File: config.mk
export PLATFORM = sky130hd
export DESIGN_NAME = encoder_speed_lowpass_flat
export DESIGN_NICKNAME = d
export VERILOG_FILES = /design/src/hdl/esl_pkg.sv /design/src/hdl/esl_item_if.sv /design/src/hdl/esl_result_if.sv /design/src/hdl/esl_regs.sv /design/src/hdl/esl_counter.sv /design/src/hdl/esl_filter.sv /design/src/hdl/encoder_speed_lowpass.sv /design/src/flat_wrapper.sv
export SDC_FILE = /design/constraint.sdc
export NUM_CORES = 2
export LEC_CHECK = 0
export ABC_AREA = 0
export BUFFER_PORTS_ARGS = -buffer_cell sky130_fd_sc_hd__buf_2
export CORE_MARGIN = 2
export CORE_UTILIZATION = 54
export DETAILED_ROUTE_END_ITERATION = 7
export MAX_ROUTING_LAYER = met4
export PLACE_DENSITY = 0.73
export SYNTH_ARGS = -nofsm -noshare
export SYNTH_HDL_FRONTEND = slang
export SYNTH_SLANG_ARGS = --single-unit
File: constraint.sdc
create_clock -name clk -period 9.6 [get_ports clk]
set_input_delay 0.96 -clock clk [delete_from_list [all_inputs] [get_ports clk]]
set_output_delay 0.96 -clock clk [all_outputs]
set_load 0.005 [all_outputs]
File: src/hdl/esl_pkg.sv
// Package for the encoder speed low-pass block.
// Holds widths, register codes, reset values and the structs passed between modules.
// Used by every file of the block; depends on nothing.
package esl_pkg;

	localparam int COUNT_WIDTH_DEF = 16;
	localparam int SCALE_W         = 8;
	localparam int COEF_W          = 16;
	localparam int FRAC_W          = 16;
	localparam int SPEED_W         = 20;
	localparam int FILT_W          = SPEED_W + FRAC_W;
	localparam int APB_ADDR_W      = 4;
	localparam int APB_DATA_W      = 32;

	localparam logic [SPEED_W-1:0] SPEED_MAX  = '1;
	localparam logic [FILT_W-1:0]  FILTER_MAX = '1;

	localparam logic [SCALE_W-1:0] SCALE_RST   = SCALE_W'(30);
	localparam logic [COEF_W-1:0]  COEF_FB_RST = COEF_W'(63511);
	localparam logic [COEF_W-1:0]  COEF_IN_RST = COEF_W'(2027);

	localparam logic OP_EDGE = 1'b0;
	localparam logic OP_TICK = 1'b1;

	typedef enum logic [1:0] {
		REG_SPEED_SCALE = 2'd0,
		REG_COEF_FB     = 2'd1,
		REG_COEF_IN     = 2'd2,
		REG_UNUSED      = 2'd3
	} reg_index_t;

	typedef struct packed {
		logic [SCALE_W-1:0] speed_scale;
		logic [COEF_W-1:0]  coef_feedback;
		logic [COEF_W-1:0]  coef_input;
	} cfg_t;

	typedef struct packed {
		logic edge_en;
		logic tick_en;
		logic phase_b;
	} step_ctrl_t;

endpackage

File: src/hdl/esl_item_if.sv
// Input channel of the encoder speed low-pass block: one edge or tick per transaction.
// Depends on esl_pkg.
interface esl_item_if;
	import esl_pkg::*;

	logic valid;
	logic ready;
	logic operation;
	logic phase_b;

	modport source (output valid, output operation, output phase_b, input ready);
	modport sink (input valid, input operation, input phase_b, output ready);

endinterface

File: src/hdl/esl_result_if.sv
// Output channel of the encoder speed low-pass block: one filtered speed per transaction.
// Depends on esl_pkg.
interface esl_result_if;
	import esl_pkg::*;

	logic               valid;
	logic               ready;
	logic [SPEED_W-1:0] filtered_speed;

	modport source (output valid, output filtered_speed, input ready);
	modport sink (input valid, input filtered_speed, output ready);

endinterface

File: src/hdl/esl_regs.sv
// APB register file: speed scale and the two filter coefficients.
// Depends on esl_pkg.
module esl_regs (
	input  logic                             clk,
	input  logic                             arst_n,
	input  logic                             psel,
	input  logic                             penable,
	input  logic                             pwrite,
	input  logic [esl_pkg::APB_ADDR_W-1:0]   paddr,
	input  logic [esl_pkg::APB_DATA_W-1:0]   pwdata,
	output logic [esl_pkg::APB_DATA_W-1:0]   prdata,
	output logic                             pready,
	output esl_pkg::cfg_t                    cfg
);
	import esl_pkg::*;

	cfg_t       cfg_q;
	reg_index_t index;
	logic       wr_en;

	assign index  = reg_index_t'(paddr[3:2]);
	assign pready = 1'b1;
	assign wr_en  = psel && penable && pwrite && pready;
	assign cfg    = cfg_q;

	always_ff @(posedge clk or negedge arst_n) begin
		if (!arst_n) begin
			cfg_q.speed_scale   <= SCALE_RST;
			cfg_q.coef_feedback <= COEF_FB_RST;
			cfg_q.coef_input    <= COEF_IN_RST;
		end else if (wr_en) begin
			case (index)
				REG_SPEED_SCALE: cfg_q.speed_scale   <= pwdata[SCALE_W-1:0];
				REG_COEF_FB:     cfg_q.coef_feedback <= pwdata[COEF_W-1:0];
				REG_COEF_IN:     cfg_q.coef_input    <= pwdata[COEF_W-1:0];
				default: ;
			endcase
		end
	end

	always_comb begin
		case (index)
			REG_SPEED_SCALE: prdata = APB_DATA_W'(cfg_q.speed_scale);
			REG_COEF_FB:     prdata = APB_DATA_W'(cfg_q.coef_feedback);
			REG_COEF_IN:     prdata = APB_DATA_W'(cfg_q.coef_input);
			default:         prdata = '0;
		endcase
	end

endmodule

File: src/hdl/esl_counter.sv
// Saturating up/down edge counter and the speed sample taken from it on each tick.
// Depends on esl_pkg.
module esl_counter #(
	parameter int COUNT_WIDTH = esl_pkg::COUNT_WIDTH_DEF
) (
	input  logic                          clk,
	input  logic                          arst_n,
	input  esl_pkg::step_ctrl_t           ctrl,
	input  logic [esl_pkg::SCALE_W-1:0]   speed_scale,
	output logic [esl_pkg::SPEED_W-1:0]   speed
);
	import esl_pkg::*;

	localparam int PROD_W = COUNT_WIDTH + SCALE_W;
	localparam int WIDE_W = PROD_W + SPEED_W;
	localparam logic [COUNT_WIDTH-1:0] CNT_MAX = {1'b0, {(COUNT_WIDTH-1){1'b1}}};
	localparam logic [COUNT_WIDTH-1:0] CNT_MIN = {1'b1, {(COUNT_WIDTH-1){1'b0}}};

	logic [COUNT_WIDTH-1:0] count_q;
	logic [COUNT_WIDTH-1:0] mag;
	logic [PROD_W-1:0]      prod;
	logic [WIDE_W-1:0]      prod_wide;

	always_ff @(posedge clk or negedge arst_n) begin
		if (!arst_n) begin
			count_q <= '0;
		end else if (ctrl.tick_en) begin
			count_q <= '0;
		end else if (ctrl.edge_en) begin
			if (ctrl.phase_b) begin
				if (count_q != CNT_MIN) begin
					count_q <= count_q - 1'b1;
				end
			end else begin
				if (count_q != CNT_MAX) begin
					count_q <= count_q + 1'b1;
				end
			end
		end
	end

	assign mag       = count_q[COUNT_WIDTH-1] ? (~count_q + 1'b1) : count_q;
	assign prod      = PROD_W'(mag) * PROD_W'(speed_scale);
	assign prod_wide = WIDE_W'(prod);
	assign speed     = (prod_wide > WIDE_W'(SPEED_MAX)) ? SPEED_MAX : prod_wide[SPEED_W-1:0];

endmodule

File: src/hdl/esl_filter.sv
// First-order low-pass filter state in unsigned 20.16 fixed point.
// Depends on esl_pkg.
module esl_filter (
	input  logic                          clk,
	input  logic                          arst_n,
	input  logic                          tick_en,
	input  logic [esl_pkg::SPEED_W-1:0]   speed,
	input  esl_pkg::cfg_t                 cfg,
	output logic [esl_pkg::SPEED_W-1:0]   y_int
);
	import esl_pkg::*;

	localparam int FB_PROD_W = COEF_W + FILT_W;

	logic [FILT_W-1:0]    filt_q;
	logic [SPEED_W-1:0]   prev_speed_q;
	logic [FB_PROD_W-1:0] fb_prod;
	logic [FILT_W-1:0]    fb_term;
	logic [FILT_W-1:0]    in_term;
	logic [FILT_W:0]      sum;
	logic [FILT_W-1:0]    y;

	assign fb_prod = FB_PROD_W'(cfg.coef_feedback) * FB_PROD_W'(filt_q);
	assign fb_term = fb_prod[FB_PROD_W-1:FRAC_W];
	assign in_term = FILT_W'(cfg.coef_input) * FILT_W'(prev_speed_q);
	assign sum     = {1'b0, fb_term} + {1'b0, in_term};
	assign y       = sum[FILT_W] ? FILTER_MAX : sum[FILT_W-1:0];
	assign y_int   = y[FILT_W-1:FRAC_W];

	always_ff @(posedge clk or negedge arst_n) begin
		if (!arst_n) begin
			filt_q       <= '0;
			prev_speed_q <= '0;
		end else if (tick_en) begin
			filt_q       <= y;
			prev_speed_q <= speed;
		end
	end

endmodule

File: src/hdl/encoder_speed_lowpass.sv
// Top level of the encoder speed low-pass block.
// Depends on esl_pkg, esl_item_if, esl_result_if, esl_regs, esl_counter and esl_filter.
//
// Each transaction on item carries either a rising edge of encoder phase A, with the
// level of phase B, or a sample tick. Edges move a saturating signed count; a tick
// turns the count's magnitude times speed_scale into a speed sample, clears the count,
// steps the low-pass filter and returns one transaction on result with the integer
// part of the filter output. Edges return nothing.
// An accepted item is held in the input register, where all of its work is done, and a
// tick's result is then loaded into the result register. One item is taken every cycle
// unless a tick is held in the input register.
// When result is stalled, edges keep flowing; a tick waits in the input register and
// item.ready drops until the pending result is taken.
// The user must write the registers over the APB port only while the block is idle; the block does not enforce it.
// Reset clears the count, the filter state and both valid flags, and loads the
// register defaults: speed_scale 30, coef_feedback 63511, coef_input 2027.
module encoder_speed_lowpass #(
	parameter int COUNT_WIDTH = esl_pkg::COUNT_WIDTH_DEF
) (
	input  logic                           clk,
	input  logic                           arst_n,
	esl_item_if.sink                       item,
	esl_result_if.source                   result,
	input  logic                           psel,
	input  logic                           penable,
	input  logic                           pwrite,
	input  logic [esl_pkg::APB_ADDR_W-1:0] paddr,
	input  logic [esl_pkg::APB_DATA_W-1:0] pwdata,
	output logic [esl_pkg::APB_DATA_W-1:0] prdata,
	output logic                           pready
);
	import esl_pkg::*;

	cfg_t               cfg;
	step_ctrl_t         ctrl;
	logic               valid_s1;
	logic               op_s1;
	logic               phase_b_s1;
	logic               go_s1;
	logic               out_valid_q;
	logic [SPEED_W-1:0] out_data_q;
	logic [SPEED_W-1:0] speed;
	logic [SPEED_W-1:0] y_int;

	esl_regs u_regs (
		.clk     (clk),
		.arst_n  (arst_n),
		.psel    (psel),
		.penable (penable),
		.pwrite  (pwrite),
		.paddr   (paddr),
		.pwdata  (pwdata),
		.prdata  (prdata),
		.pready  (pready),
		.cfg     (cfg)
	);

	assign go_s1 = valid_s1 && ((op_s1 == OP_EDGE) || !out_valid_q || result.ready);
	assign item.ready = !valid_s1 || go_s1;

	always_ff @(posedge clk or negedge arst_n) begin
		if (!arst_n) begin
			valid_s1 <= 1'b0;
		end else if (item.ready) begin
			valid_s1 <= item.valid;
		end
	end

	always_ff @(posedge clk) begin
		if (item.ready && item.valid) begin
			op_s1      <= item.operation;
			phase_b_s1 <= item.phase_b;
		end
	end

	assign ctrl.edge_en = go_s1 && (op_s1 == OP_EDGE);
	assign ctrl.tick_en = go_s1 && (op_s1 == OP_TICK);
	assign ctrl.phase_b = phase_b_s1;

	esl_counter #(
		.COUNT_WIDTH (COUNT_WIDTH)
	) u_counter (
		.clk         (clk),
		.arst_n      (arst_n),
		.ctrl        (ctrl),
		.speed_scale (cfg.speed_scale),
		.speed       (speed)
	);

	esl_filter u_filter (
		.clk     (clk),
		.arst_n  (arst_n),
		.tick_en (ctrl.tick_en),
		.speed   (speed),
		.cfg     (cfg),
		.y_int   (y_int)
	);

	always_ff @(posedge clk or negedge arst_n) begin
		if (!arst_n) begin
			out_valid_q <= 1'b0;
		end else if (ctrl.tick_en) begin
			out_valid_q <= 1'b1;
		end else if (result.ready) begin
			out_valid_q <= 1'b0;
		end
	end

	always_ff @(posedge clk) begin
		if (ctrl.tick_en) begin
			out_data_q <= y_int;
		end
	end

	assign result.valid          = out_valid_q;
	assign result.filtered_speed = out_data_q;

endmodule

File: src/flat_wrapper.sv
// flat-port wrapper written by rule: the top's interface ports become plain ports
module encoder_speed_lowpass_flat import esl_pkg::*;
#(
	parameter int COUNT_WIDTH = esl_pkg::COUNT_WIDTH_DEF
)
  (clk, arst_n, psel, penable, pwrite, paddr, pwdata, prdata, pready, item_valid, item_operation, item_phase_b, item_ready, result_valid, result_filtered_speed, result_ready);
  esl_item_if item_i ();
  esl_result_if result_i ();
  input  logic clk;
  input  logic arst_n;
  input  logic psel;
  input  logic penable;
  input  logic pwrite;
  input  logic [esl_pkg::APB_ADDR_W-1:0] paddr;
  input  logic [esl_pkg::APB_DATA_W-1:0] pwdata;
  output logic [esl_pkg::APB_DATA_W-1:0] prdata;
  output logic pready;
  input wire logic [$bits(item_i.valid)-1:0] item_valid;
  input wire logic [$bits(item_i.operation)-1:0] item_operation;
  input wire logic [$bits(item_i.phase_b)-1:0] item_phase_b;
  output wire logic [$bits(item_i.ready)-1:0] item_ready;
  output wire logic [$bits(result_i.valid)-1:0] result_valid;
  output wire logic [$bits(result_i.filtered_speed)-1:0] result_filtered_speed;
  input wire logic [$bits(result_i.ready)-1:0] result_ready;
  assign item_i.valid = item_valid;
  assign item_i.operation = item_operation;
  assign item_i.phase_b = item_phase_b;
  assign item_ready = item_i.ready;
  assign result_valid = result_i.valid;
  assign result_filtered_speed = result_i.filtered_speed;
  assign result_i.ready = result_ready;
  encoder_speed_lowpass #(.COUNT_WIDTH(COUNT_WIDTH)) u_core (.clk(clk), .arst_n(arst_n), .item(item_i), .result(result_i), .psel(psel), .penable(penable), .pwrite(pwrite), .paddr(paddr), .pwdata(pwdata), .prdata(prdata), .pready(pready));
endmodule
==> flow_metrics.tcl <==
set metrics [dict create \
    synth_most_common_cell "inv_1" \
    slowest_stage "dfstp_2" \
    r2r-start "u_core.u_regs.cfg[17]$_DFFE_PN1P_" \
    fin_crit_sh 1.089 \
    regToRegSetupSlack_ns -0.86 \
    clkSinkCount 136 \
    synth_compound_area_frac 0.06616 \
    path_depth 37 \
    rsz0062_at_grt "yes" \
    worst_setup_path_end_kind "flop" \
    status "finished, violations left" \
    r2r_cells 37 \
    start_kind "flop" \
    gr-total-overflow 0 \
    die_w_um 273.3 \
    pre_cts_ws_ns -0.7904 \
    vias 30690 \
    grt_pass1_vias 33280 \
    insertion_delay_ns 0.50 \
    drive_above_1_share 0.1696 \
    hold_class "reg2reg" \
    synth_seq_cells 136 \
    grt_max_degree 67 \
    io_pins 100 \
    fin_crit_ns 10.46 \
    cap_violations 0 \
    clkTransAtPathRegs_ns 0.08 \
    yosys.cell_types.count 79 \
    synth_ff_type "dfrtp_1" \
    die_area_um2 74700 \
    cts_buffer_depth 2 \
    setup_slack_ns -0.8567 \
    area_growth_syn_to_layout_pct 15.46 \
    finalWirelength_mm 100.3 \
    synthTopCellsByCount "902 x inv_1, 844 x fa_1, 792 x nand2_1" \
    tritoncts "yes" \
    hold_start "u_core.result.valid$_DFFE_PN0P_" \
    slew_viol_final 0 \
    crit_top_cell "fa_1" \
    ant_nets 0 \
    synth_top_family_by_area "adder cells" \
    synthTopCellsByArea "fa_1 43%, ha_1 9.2%, inv_1 8.6%, nand2_1 7.6%, dfrtp_1 5.9%" \
    drt_first_pass_iters 6 \
    r2r-end "u_core.u_filter.filt_q[35]$_DFFE_PN0P_" \
    path_delay_family "adder cells" \
    setup_viol 56 \
    min_delay_path_depth 2 \
    port_buffers 64 \
    fin_skew_ns 0.01921 \
    yosys.area_share.simple 0.1666 \
    dr.first_iter.drc_count 1820 \
    root_buffer "clkbuf_16" \
    avgSynthCellArea_um2 8.926 \
    via_per_inst 5.459 \
    grt_pass1_wl_mm 167.6 \
    synthXorXnorAreaFrac 0.02329 \
    antenna_found_initial 1 \
    slowest_delay_ns 0.59 \
    dp_hpwl_mm 81.25 \
    yosys-mux-area-fraction 0.01537 \
    maxSlewHeadroom 0.2290 \
    core_area_um2 71610 \
    worst-path-buf-inv 8 \
    synth_top_area_share 0.4314 \
    critPathKind "reg2reg" \
    grt.total_usage 0.2913 \
    synthArstFlopShare 0.8382 \
    nets 5835 \
    worstPathMaxFanout 8 \
    required_ns 10.00 \
    htree_num_levels 4 \
    ys_warn_count 0 \
    wl_per_cell_um 17.85 \
    min_to "u_core.result.valid$_DFFE_PN0P_" \
    synthCells 4388 \
    max_slew.worst_pin.slew_ns 1.156 \
    synth_edf_count 22 \
    die_y_um 273.3 \
    drc 0 \
    yosysSeqAreaShare 0.09041 \
    hold_buffers 0 \
    cp_data_arrival_time_ns 10.86 \
    gp_congestion 0.9582 \
    synth_fa_ha_area_frac 0.5237 \
    violations "negative setup slack" \
    num-fill-cells 5824 \
    fp-row-count 98 \
    initial_core_util 0.5469 \
    yosys.area.top_type "fa_1" \
    final_util 0.6315 \
    syn-cell-area_um2 39170 \
    max_clock_freq_mhz 95.63 \
    final_hold_viol_count 0 \
    cts-buffers-inserted 17 \
]
metal layers:
layer / GRT usage / vias up / wire, um
met1: 0.3656 / 15770 / 40470
met4: 0.09836 / 0 / 3536
met2: 0.4836 / 995 / 50050
li1: - / 13710 / -
met3: 0.04439 / 218 / 6285
met5: - / - / 0
worst register-to-register path: cells and delay by family, from the launching register on:
family	cells	cell delay [ns]
adder cells (fa/ha/maj)	12	5.48
XOR/XNOR	1	0.22
flip-flops	1	0.59
buffers and inverters	8	0.86
AO/OA/AOI/OAI	10	2.18
AND/OR/NAND/NOR	6	1.04
final cells by class:
type	instances	area [um^2]	area share
Tap cell	950	1189	0.02629
Antenna cell	1	2.502	0.00005534
Clock inverter	15	186.4	0.004123
Sequential cell	136	3545	0.07839
Clock buffer	17	425.4	0.009408
Inverter	904	3396	0.07509
Timing Repair Buffer	492	3913	0.08652
Multi-Input combinational cell	3106	32560	0.7201
registers in the layout (all words and copies together), names as in the netlist:
| register | cells |
|---|---|
| u_core.result.valid | 1 |
| u_core.u_regs.cfg | 40 |
| u_core.u_filter.filt_q | 36 |
| u_core.u_counter.count_q | 16 |
| u_core.phase_b_s1 | 1 |
| u_core.valid_s1 | 1 |
| u_core.result.filtered_speed | 20 |
| u_core.u_filter.prev_speed_q | 20 |
| u_core.op_s1 | 1 |
worst max-delay path by stage:
stage | from | endpoint | slack [ns]
2_1_floorplan | u_core.u_regs.cfg[17]$_DFFE_PN1P_ | u_core.u_filter.filt_q[35]$_DFFE_PN0P_ | -0.03
3_3_place_gp | u_core.u_filter.filt_q[11]$_DFFE_PN0P_ | u_core.result.filtered_speed[14]$_DFFE_PP_ | -0.69
3_5_place_dp | u_core.u_filter.filt_q[11]$_DFFE_PN0P_ | u_core.u_filter.filt_q[35]$_DFFE_PN0P_ | -0.79
4_1_cts | u_core.u_regs.cfg[17]$_DFFE_PN1P_ | u_core.u_filter.filt_q[35]$_DFFE_PN0P_ | -0.79
5_1_grt | u_core.u_regs.cfg[17]$_DFFE_PN1P_ | u_core.u_filter.filt_q[35]$_DFFE_PN0P_ | -1.13
6_report | u_core.u_regs.cfg[17]$_DFFE_PN1P_ | u_core.u_filter.filt_q[35]$_DFFE_PN0P_ | -0.86
what timing repair did:
action	in CTS	in global routing
endpoints found under the setup margin	56	56
resized for setup	128	83
setup buffers	17	17
gates cloned	4	0
pin swaps	42	62
cells by family (layout without fill, tap and decap cells):
group,count (synthesis),in the layout
multiplexers,55,55
other,2,18
AO/OA/AOI/OAI,394,394
adder cells (fa/ha/maj),1133,1133
XOR/XNOR,102,102
flip-flops,136,136
buffers and inverters,1161,1428
AND/OR/NAND/NOR,1405,1405
cell usage in the layout, fill, tap and decap left out, types with 23 or more instances in the layout:
cell and n:
a21o_1 44, a21oi_1 84, a31oi_1 26, and2_1 336, buf_2 63, buf_4 390, dfrtp_1 89, fa_1 828
ha_1 262, ha_4 27, inv_1 892, mux2_2 40, nand2_1 771, nor2_1 100, nor2b_1 23, o21ai_0 43
xnor2_1 51, xor2_1 31
stage by stage:
step	TNS [ns]	cell area, um^2	hold WS [ns]	cells
finish	-41.18	45220	0.5254	5621
global route	-56.83	45220	0.5540	5621
CTS	-38.17	44620	0.5295	5603
detailed placement	-37.90	43140	0.5106	5553
global placement	-32.27	43140	0.5091	5553
floorplan	-0.05511	39640	0.5035	4403
Power is not shown: default switching activity piles up to over one toggle a cycle in this logic, so the estimate is an artifact.
